### src/sv/assert_macros.svh
// Assertion macros shared by the line table RTL.
// Depends on nothing; included by files that carry concurrent assertions.
`ifndef ASSERT_MACROS_SVH
`define ASSERT_MACROS_SVH

// Clocked assertion that is switched off while the asynchronous reset is active.
`define RLLT_ASSERT(label, clk, rst_n, prop, msg) \
	label: assert property (@(posedge clk) disable iff (!rst_n) prop) else $error(msg);

// Condition that must never be seen at a clock edge outside reset.
`define RLLT_NEVER(label, clk, rst_n, cond, msg) \
	`RLLT_ASSERT(label, clk, rst_n, !(cond), msg)

`endif

### src/sv/rllt_pkg.sv
// Shared types, codes and default sizes of the run-length line table.
// Depends on nothing; used by the controller, the datapath and the top level.
package rllt_pkg;

	localparam int MAX_RUNS_DEF   = 256;
	localparam int MAX_BYTES_DEF  = 4096;
	localparam int LINE_WIDTH_DEF = 16;

	// Fixed widths of the request and response fields.
	localparam int LN_W  = 16;
	localparam int OFF_W = 12;
	localparam int ST_W  = 2;

	localparam logic OP_APPEND = 1'b0;
	localparam logic OP_LOOKUP = 1'b1;

	localparam logic [ST_W-1:0] ST_OK   = 2'd0;
	localparam logic [ST_W-1:0] ST_MISS = 2'd1;
	localparam logic [ST_W-1:0] ST_FULL = 2'd2;

	typedef struct packed {
		logic             opcode;
		logic [LN_W-1:0]  line_number;
		logic [OFF_W-1:0] byte_offset;
	} req_t;

	typedef struct packed {
		logic [ST_W-1:0]  status;
		logic [LN_W-1:0]  found_line;
		logic [OFF_W-1:0] assigned_offset;
	} rsp_t;

	typedef struct packed {
		logic capture;
		logic walk_step;
		logic do_append;
		logic do_lookup;
	} ctl_cmd_t;

	typedef struct packed {
		logic hit;
		logic miss;
	} dp_status_t;

endpackage

### src/sv/rllt_ctrl.sv
// Controller state machine of the run-length line table.
// Depends on rllt_pkg; drives the datapath through ctl_cmd_t commands.
module rllt_ctrl (
	input  logic                 clk,
	input  logic                 arst_n,
	input  logic                 req_valid,
	input  logic                 req_opcode,
	output logic                 req_stall,
	output logic                 rsp_valid,
	input  logic                 rsp_stall,
	input  rllt_pkg::dp_status_t status,
	output rllt_pkg::ctl_cmd_t   cmd
);
	import rllt_pkg::*;

	localparam logic [1:0] S_IDLE   = 2'd0;
	localparam logic [1:0] S_APPEND = 2'd1;
	localparam logic [1:0] S_WALK   = 2'd2;

	logic [1:0] state_q;
	logic [1:0] state_d;
	logic       rsp_valid_q;
	logic       slot_free;
	logic       finish;

	// The response slot can take a new result when empty or being drained now.
	assign slot_free = !rsp_valid_q || !rsp_stall;
	assign req_stall = (state_q != S_IDLE);
	assign rsp_valid = rsp_valid_q;
	assign finish    = cmd.do_append || cmd.do_lookup;

	always_comb begin
		state_d       = state_q;
		cmd           = '0;
		case (state_q)
			S_IDLE: begin
				if (req_valid) begin
					cmd.capture = 1'b1;
					state_d     = (req_opcode == OP_LOOKUP) ? S_WALK : S_APPEND;
				end
			end
			S_APPEND: begin
				if (slot_free) begin
					cmd.do_append = 1'b1;
					state_d       = S_IDLE;
				end
			end
			S_WALK: begin
				if (status.hit || status.miss) begin
					if (slot_free) begin
						cmd.do_lookup = 1'b1;
						state_d       = S_IDLE;
					end
				end else begin
					cmd.walk_step = 1'b1;
				end
			end
			default: begin
				state_d = S_IDLE;
			end
		endcase
	end

	always_ff @(posedge clk or negedge arst_n) begin
		if (!arst_n) begin
			state_q     <= S_IDLE;
			rsp_valid_q <= 1'b0;
		end else begin
			state_q <= state_d;
			if (finish) begin
				rsp_valid_q <= 1'b1;
			end else if (!rsp_stall) begin
				rsp_valid_q <= 1'b0;
			end
		end
	end

endmodule

### config.mk
export PLATFORM = sky130hd
export DESIGN_NAME = rllt_ctrl
export DESIGN_NICKNAME = d
export VERILOG_FILES = /design/src/sv/assert_macros.svh /design/src/sv/rllt_pkg.sv /design/src/sv/rllt_ctrl.sv
export SDC_FILE = /design/constraint.sdc
export NUM_CORES = 1
export LEC_CHECK = 0
export ABC_CLOCK_PERIOD_IN_PS = 1400
export BUFFER_PORTS_ARGS = -buffer_cell sky130_fd_sc_hd__buf_2
export CAP_MARGIN = 20
export CORE_AREA = 2 2 39 41
export CTS_CLUSTER_SIZE = 20
export DETAILED_ROUTE_END_ITERATION = 8
export DIE_AREA = 0 0 41 43
export PLACE_DENSITY_LB_ADDON = 0.3
export SLEW_MARGIN = 25
export SYNTH_ARGS = -nofsm -noshare
export SYNTH_HDL_FRONTEND = slang
export SYNTH_SLANG_ARGS = --single-unit
### constraint.sdc
create_clock -name clk -period 1.4 [get_ports clk]
set_input_delay 0.14 -clock clk [delete_from_list [all_inputs] [get_ports clk]]
set_output_delay 0.14 -clock clk [all_outputs]
set_load 0.1 [all_outputs]
; ---- Word level (Yosys, flattened, before mapping)
; Index checks and enable logic that the tools add are counted.
[totals]
inputBits = 7
output_inout_bits = 6
wordCells = 30
reg_bits = 3
[classes]
n_eq_ne = 5
n_reduce_logical = 8
mux = 15
[op_table]
columns = operator, count
row1 = $mux 1, 10
row2 = $mux 2, 4
row3 = $pmux 2 s3, 1
row4 = $ne 2x2->1 const B, 2
row5 = $logic_or 1x1->1, 3
row6 = $eq 2x1->1 const B, 1
row7 = $eq 2x2->1 const B, 1
row8 = $logic_not 1->1, 2
row9 = $logic_not 2->1, 1
row10 = $ne 2x1->1 const B, 1
row11 = $reduce_and 2->1, 1
row12 = $reduce_bool 2->1, 1

; ---- Logic depth before layout (Yosys ltp)
; Gate-level depths: netlist of the first run.
[logic_depth]
depth_word = 7
depth_mapped = 5

; ---- Worst setup path after synthesis of the first run
; No wires, ideal clock.
[synth_path]
path_kind = register -> output
start = register rsp_valid_q (netlist: rsp_valid)
end = output cmd[1] (netlist bit)
path_buffers = 0
setup_slack_ns = -1.827
stages_incl_launch_ff = 2
arrival_ns = 3.087
required_ns = 1.260
cell_sequence = dfrtp_1 > a21boi_0
[synth_lines]
columns = item, line_no
row1 = from (decl), rllt_ctrl.sv:22  ; logic rsp_valid_q;
row2 = from (signal assigned), rllt_ctrl.sv:67  ; rsp_valid_q <= 1'b0;
row3 = from (signal assigned), rllt_ctrl.sv:71  ; rsp_valid_q <= 1'b1;
row4 = from (signal assigned), rllt_ctrl.sv:73  ; rsp_valid_q <= 1'b0;
row5 = to (decl), rllt_ctrl.sv:12  ; output rllt_pkg::ctl_cmd_t cmd

==> summary.md, run 1 <==
| Metric | Value |
|---|---|
| Main combinational cell family by area after synthesis | `compound AO/OA/AOI/OAI gates` |
| Flops & latches, synth | `3` |
| RSZ-0062 raised after global routing | `yes` |
| Endpoints failing setup | `6` |
| Largest cells by area after synthesis | `sky130_fd_sc_hd__dfrtp_1, sky130_fd_sc_hd__ha_1, sky130_fd_sc_hd__inv_1` |
| Final GP Congestion | `0.6587` |
| Post-synth top area share | `34.88%` |
| Mux contribution to synthesized area | `0%` |
| Number of pins with negative max-slew slack in the final report | `0` |
| Total number of clock tree sinks | `3` |
| Cell area after synthesis | `215.2 um^2` |
| Pin count of the biggest net entering global routing | `6` |
| Max Clock Freq | `0.6243 GHz` |
| Max FO, Critical Path | `2` |
| Port bufs | `12` |
| DRT Pass-1 Iters | `1` |
| Final setup slack of the worst path | `-0.2017 ns` |
| TritonCTS clock tree | `built` |
| WL final | `632 um` |
| YS warnings | `0` |
| Total Die Area | `1763 um^2` |
| Clock slew at reported path FFs | `0.03 ns` |
| Clock tree buffer depth | `2` |
| Worst-Margin Slew | `0.4830 ns` |
| Run status | `finished with violations` |
| Number of max-capacitance violations reported | `0` |
| Layout cells sized above 1 | `80.85%` |
| CP endpoint kind | `output pin` |
| Vias in the first global route | `259` |
| Inserted Clock Buffers | `3` |
| Antenna violation net count after detailed routing | `0` |
| Number of different library cells in the post-synthesis netlist | `12` |
| Top library cells by usage in the layout, fill and taps aside | `sky130_fd_sc_hd__buf_2, sky130_fd_sc_hd__buf_12, sky130_fd_sc_hd__buf_4, sky130_fd_sc_hd__ha_4, sky130_fd_sc_hd__clkbuf_4` |
| Data required time of the critical path | `1.26 ns` |
| DR WL/cell | `10.03 um` |
| Drt initial violations | `0` |
| Initial Utilization | `15.55%` |
| Arithmetic-cell share of the synthesized area counting full adders, half adders and majority gates | `17.44%` |
| Max-slew headroom at the worst pin | `68.02%` |
| Hold WS | `0.09372 ns` |
| Post-layout minimum cycle time | `1.602 ns` |
| Violated checks | `negative setup slack` |
| Wire length of the first global-routing pass | `910 um` |
| Area fraction in and, or, nand and nor cells after synthesis | `14.53%` |
| Chip width | `41 um` |
| H-tree depth | `1` |
| Hold Crit Class | `input pin to register` |
| Mean post-synth cell area | `9.357 um^2` |
| Commonest non-fill, non-tap cell in the layout | `sky130_fd_sc_hd__buf_2` |
| Parity-gate share of the synthesized area counting xor and xnor cells | `0%` |
| Final design utilization | `41.14%` |
| Vias per cell | `3.905` |
| Placed wire-length estimate | `429.2 um` |
| Later-pin clock latency in the skew report | `0.23 ns` |
| Number of DRC violations after detailed routing | `0` |
| Antenna violations before repair | `0` |
| Most area-hungry cell type in the Yosys netlist | `sky130_fd_sc_hd__dfrtp_1` |
| I/O pins | `13` |
| Crit path arrival time | `1.46 ns` |
| Critical setup path kind | `register to output pin` |
| FP Rows | `14` |
| Post-Syn Instances | `23` |
| Setup skew after layout | `0.002850 ns` |
| Layout overhead on the synthesized area | `164.5%` |
| Net Count, Synth | `33` |
| Number of antenna repair diodes | `0` |
| Core Area | `1384 um^2` |
| Final hold vios | `0` |
| Nature of the critical path startpoint | `register` |
| Aggregate global-route resource usage | `7.847%` |
| Final critical-path share of the clock period | `114.4%` |
| Buffer type at the clock tree root | `sky130_fd_sc_hd__clkbuf_4` |
| Number of nets at the end of the flow | `58` |
| Vias post-DR | `246` |
| Register area share after synthesis | `34.88%` |
| Residual overflow from global routing | `0` |
| Post-synthesis compound-gate area fraction | `24.42%` |
| Vert. Die Dim | `43 um` |
[layer usage]
| metal | track usage [%] | wire length [um] | vias up | part of all wire, % |
|---|---|---|---|---|
| met2 | 13.44 | 348 | 8 | 55 |
| met3 | 0 | 34 | 0 | 5.4 |
| met4 | 8.000 | 0 | 0 | 0 |
| met5 | 0 | 0 | - | 0 |
| met1 | 7.443 | 249 | 111 | 39 |
| li1 | - | - | 127 | - |
[worst paths after layout]
| check | slack, ns | to | cells after the start | startpoint |
|---|---|---|---|---|
| worst max-delay path | -0.20 | cmd[2] | 5 | state_q[0] |
| worst min-delay path | 0.09 | state_q[0] | 2 | req_opcode |
| worst max register to register | -0.02 | state_q[0] | 6 | state_q[0] |
| worst min register to register | 0.63 | state_q[0] | 2 | state_q[0] |
| max in group asynchronous | 1.06 | rsp_valid | 2 | arst_n |
| min in group asynchronous | 0.22 | rsp_valid | 2 | arst_n |
[kinds of logic after synthesis]
group,count (synthesis)
compound gates,7
buf+inv,5
simple gates,5
fa+ha+maj,3
flops,3
[flip-flops by register name, summed over array words and instances, names as in the netlist]
name	flops
state_q	2
rsp_valid	1
[what timing repair did]
action                                  CTS  global route
endpoints found under the setup margin    5             7
hold endpoints to repair                  3             0
pin swaps                                 1             2
resized for setup                         7             8
hold buffers                              1             0
buffers inserted                          3             2
[worst max-delay path, cell delays in order, from the launching register on]
cell                         delay [ns]
sky130_fd_sc_hd__dfrtp_1           0.38
sky130_fd_sc_hd__inv_2             0.08
sky130_fd_sc_hd__ha_4              0.12
sky130_fd_sc_hd__or3b_4            0.39
sky130_fd_sc_hd__clkinvlp_4        0.09
sky130_fd_sc_hd__buf_12            0.16
[stage by stage]
step | std cells | setup TNS (ns) | setup WS [ns] | instance area (um^2)
2_1_floorplan | 23 | -0.4191 | -0.1716 | 252.7
3_3_place_gp | 53 | -0.003228 | -0.003228 | 422.9
3_5_place_dp | 53 | 0 | 0.003119 | 422.9
4_1_cts | 61 | -0.3795 | -0.2238 | 508.0
5_1_grt | 63 | -0.8391 | -0.2475 | 569.3
6_report | 63 | -0.4618 | -0.2017 | 569.3
[cell type report]
type | count | area [um^2]
Clock buffer | 4 | 26.28
Tap cell | 16 | 20.02
Fill cell | 146 | 814.5
Multi-Input combinational cell | 15 | 210.2
Inverter | 5 | 28.78
Sequential cell | 3 | 78.83
Timing Repair Buffer | 20 | 205.2
[cell usage after synthesis]
master and instances:
sky130_fd_sc_hd__dfrtp_1 3, sky130_fd_sc_hd__inv_1 5, sky130_fd_sc_hd__o21ai_0 1, sky130_fd_sc_hd__ha_1 3, sky130_fd_sc_hd__o2bb2ai_1 2, sky130_fd_sc_hd__or3b_4 1
sky130_fd_sc_hd__nand3_1 2, sky130_fd_sc_hd__nand2_1 1, sky130_fd_sc_hd__and2_1 1, sky130_fd_sc_hd__o211ai_2 1, sky130_fd_sc_hd__a21boi_0 1, sky130_fd_sc_hd__a21oi_1 2
Power of run 1 is not shown: default switching activity piles up to over one toggle a cycle in this logic, so the estimate is an artifact.
==> run 2: changes to the inputs <==
Settings changed: ABC_CLOCK_PERIOD_IN_PS 1400 to 1800.
Clock period 1.4 ns to 1.8 ns, I/O delays scaled along.
==> run 2 against run 1 <==
Compared with the run above: the flow now finishes without violations; non-clock buffer count down 7; worst hold slack better by 0.054 ns; flip-flop and latch count unchanged; wire length down 17%; via count down 11%; sequential share of layout area up 6.5 points; worst setup slack better by 0.29 ns; cell area down 35%; critical path depth unchanged; critical endpoint unchanged.
==> summary.md, run 2 (synthesis gave the netlist of run 1 again) <==
| Metric | Value |
|---|---|
| CP Cell Sequence | `inv_1 > ha_1 > or3b_4 > inv_1 > buf_12` |
| TritonCTS clock tree | `built` |
| Total number of clock tree sinks | `3` |
| DRT Pass-1 Iters | `2` |
| Port bufs | `12` |
| CP endpoint kind | `output pin` |
| Worst Hold Depth | `2` |
| Highest-delay cell along the critical path | `sky130_fd_sc_hd__dfrtp_1` |
| Max Clock Freq | `0.5826 GHz` |
| Hold WS | `0.1481 ns` |
| Final GP Congestion | `0.6812` |
| Initial Utilization | `15.55%` |
| Placed wire-length estimate | `437.5 um` |
| Number of nets at the end of the flow | `51` |
| Wire length of the first global-routing pass | `745 um` |
| CP Buf/Inv Count | `3` |
| Post-CTS resize count | `0` |
| Layout cells sized above 1 | `47.50%` |
| Vias per cell | `3.929` |
| Antenna violation net count after detailed routing | `0` |
| H-tree depth | `1` |
| Setup TNS | `0 ns` |
| Slowest Stage Delay on Critical Path | `0.39 ns` |
| Layout Cells excl Fill | `56` |
| Nature of the critical path startpoint | `register` |
| Timing startpoint of the critical path | `state_q[0]` |
| Startpoint of the most critical register-to-register path | `state_q[0]` |
| Pre-CTS setup slack | `0.3296 ns` |
| I/O pins | `13` |
| Most Frequent Cell on Critical Path | `sky130_fd_sc_hd__inv_1` |
| Number of antenna repair diodes | `0` |
| Number of DRC violations after detailed routing | `0` |
| Inserted Clock Buffers | `3` |
| Setup skew after layout | `0.001344 ns` |
| Max-slew headroom at the worst pin | `67.70%` |
| Number of max-capacitance violations reported | `0` |
| Layout overhead on the synthesized area | `71.51%` |
| End point of the critical path | `cmd[2]` |
| Vias post-DR | `220` |
| Critical setup path kind | `register to output pin` |
| Chip width | `41 um` |
| Hold Crit Class | `input pin to register` |
| Vias in the first global route | `196` |
| Final critical-path share of the clock period | `95.35%` |
| Endpoint of the most critical register-to-register path | `state_q[0]` |
| Number of pins with negative max-slew slack in the final report | `0` |
| Vert. Die Dim | `43 um` |
| RSZ-0062 raised after global routing | `no` |
| Post-layout minimum cycle time | `1.716 ns` |
| Pin count of the biggest net entering global routing | `6` |
| Final hold vios | `0` |
| Residual overflow from global routing | `0` |
| Top library cells by usage in the layout, fill and taps aside | `sky130_fd_sc_hd__buf_2, sky130_fd_sc_hd__inv_1, sky130_fd_sc_hd__ha_1, sky130_fd_sc_hd__clkbuf_4, sky130_fd_sc_hd__dfrtp_1` |
| Buffer type at the clock tree root | `sky130_fd_sc_hd__clkbuf_4` |
| Instance count after placement with tap cells included | `51` |
| Aggregate global-route resource usage | `7.042%` |
| Worst-Margin Slew | `0.4879 ns` |
| Clock tree buffer depth | `2` |
| WL final | `526 um` |
| Worst path depth | `5` |
| DR WL/cell | `9.393 um` |
| Largest register by flop count | `state_q` |
| Max FFs per register | `2` |
| Endpoints failing setup | `0` |
| Clock slew at reported path FFs | `0.04 ns` |
| Antenna violations before repair | `0` |
| Total of fill cells in the finished design | `145` |
| FP Rows | `14` |
| CP delay by family, top | `flip-flops` |
| Final setup slack of the worst path | `0.08370 ns` |
| Core Area | `1384 um^2` |
| Later-pin clock latency in the skew report | `0.23 ns` |
| Run status | `completed` |
| Drt initial violations | `1` |
| Data required time of the critical path | `1.62 ns` |
| Crit path arrival time | `1.54 ns` |
| Commonest non-fill, non-tap cell in the layout | `sky130_fd_sc_hd__buf_2` |
| Total Die Area | `1763 um^2` |
| Setup slack of the worst register-to-register path | `0.46 ns` |
| Max FO, Critical Path | `3` |
| Cell count of the worst reg-to-reg path | `5` |
## run 2: cell count changes in the layout (fill, tap and decap cells not counted), moves of 2 or more
| cell | change |
|---|---|
| sky130_fd_sc_hd__buf_12 | -3 |
| sky130_fd_sc_hd__buf_4 | -5 |
| sky130_fd_sc_hd__inv_1 | +4 |
| sky130_fd_sc_hd__o2bb2ai_2 | -2 |
| sky130_fd_sc_hd__buf_2 | +3 |
| sky130_fd_sc_hd__buf_6 | -2 |
| sky130_fd_sc_hd__clkinvlp_4 | -2 |
| sky130_fd_sc_hd__ha_4 | -3 |
| sky130_fd_sc_hd__ha_1 | +3 |
| sky130_fd_sc_hd__o2bb2ai_1 | +2 |
## run 2: metal layers
| layer | up-vias | global-route usage, % | routed length [um] |
|---|---|---|---|
| met3 | 2 | 1.571 | 69 |
| met2 | 15 | 8.125 | 198 |
| met5 | - | 0 | 0 |
| li1 | 112 | - | - |
| met1 | 91 | 8.414 | 242 |
| met4 | 0 | 10.00 | 14 |
## run 2: how the worst min path moves through the flow
stage / from / endpoint / slack (ns)
CTS: req_opcode / state_q[0] / 0.14
finish: req_opcode / state_q[0] / 0.15
global placement: arst_n / state_q[1] / -0.02
floorplan: arst_n / rsp_valid / -0.12
global route: req_opcode / state_q[0] / 0.14
detailed placement: arst_n / state_q[0] / -0.02
## run 2: through the flow
step           cell area, um^2  util [%]
2_1_floorplan            222.7         -
3_3_place_gp             332.8     24.05
6_report                 369.1     26.67
3_5_place_dp             332.8     24.05
4_1_cts                  369.1     26.67
5_1_grt                  369.1     26.67
## run 2: area by class of cell
class | count | area, um^2 | share of cell area [%]
Sequential cell | 3 | 75.07 | 20.34
Timing Repair Buffer | 13 | 100.1 | 27.12
Tap cell | 16 | 20.02 | 5.424
Inverter | 5 | 18.77 | 5.085
Multi-Input combinational cell | 15 | 128.9 | 34.92
Clock buffer | 4 | 26.28 | 7.119
## run 2: worst reg2reg max path, stage by stage, from the launching register on
cell and delay (ns):
sky130_fd_sc_hd__dfrtp_1 0.39, sky130_fd_sc_hd__inv_1 0.08, sky130_fd_sc_hd__ha_1 0.16, sky130_fd_sc_hd__or3b_4 0.39, sky130_fd_sc_hd__o211ai_2 0.10, sky130_fd_sc_hd__o2bb2ai_1 0.14
## run 2: what timing repair did
item	CTS	global route
hold buffers	1	0
setup buffers	0	0
hold endpoints to repair	3	0
Power of run 2 is left out for the same reason.
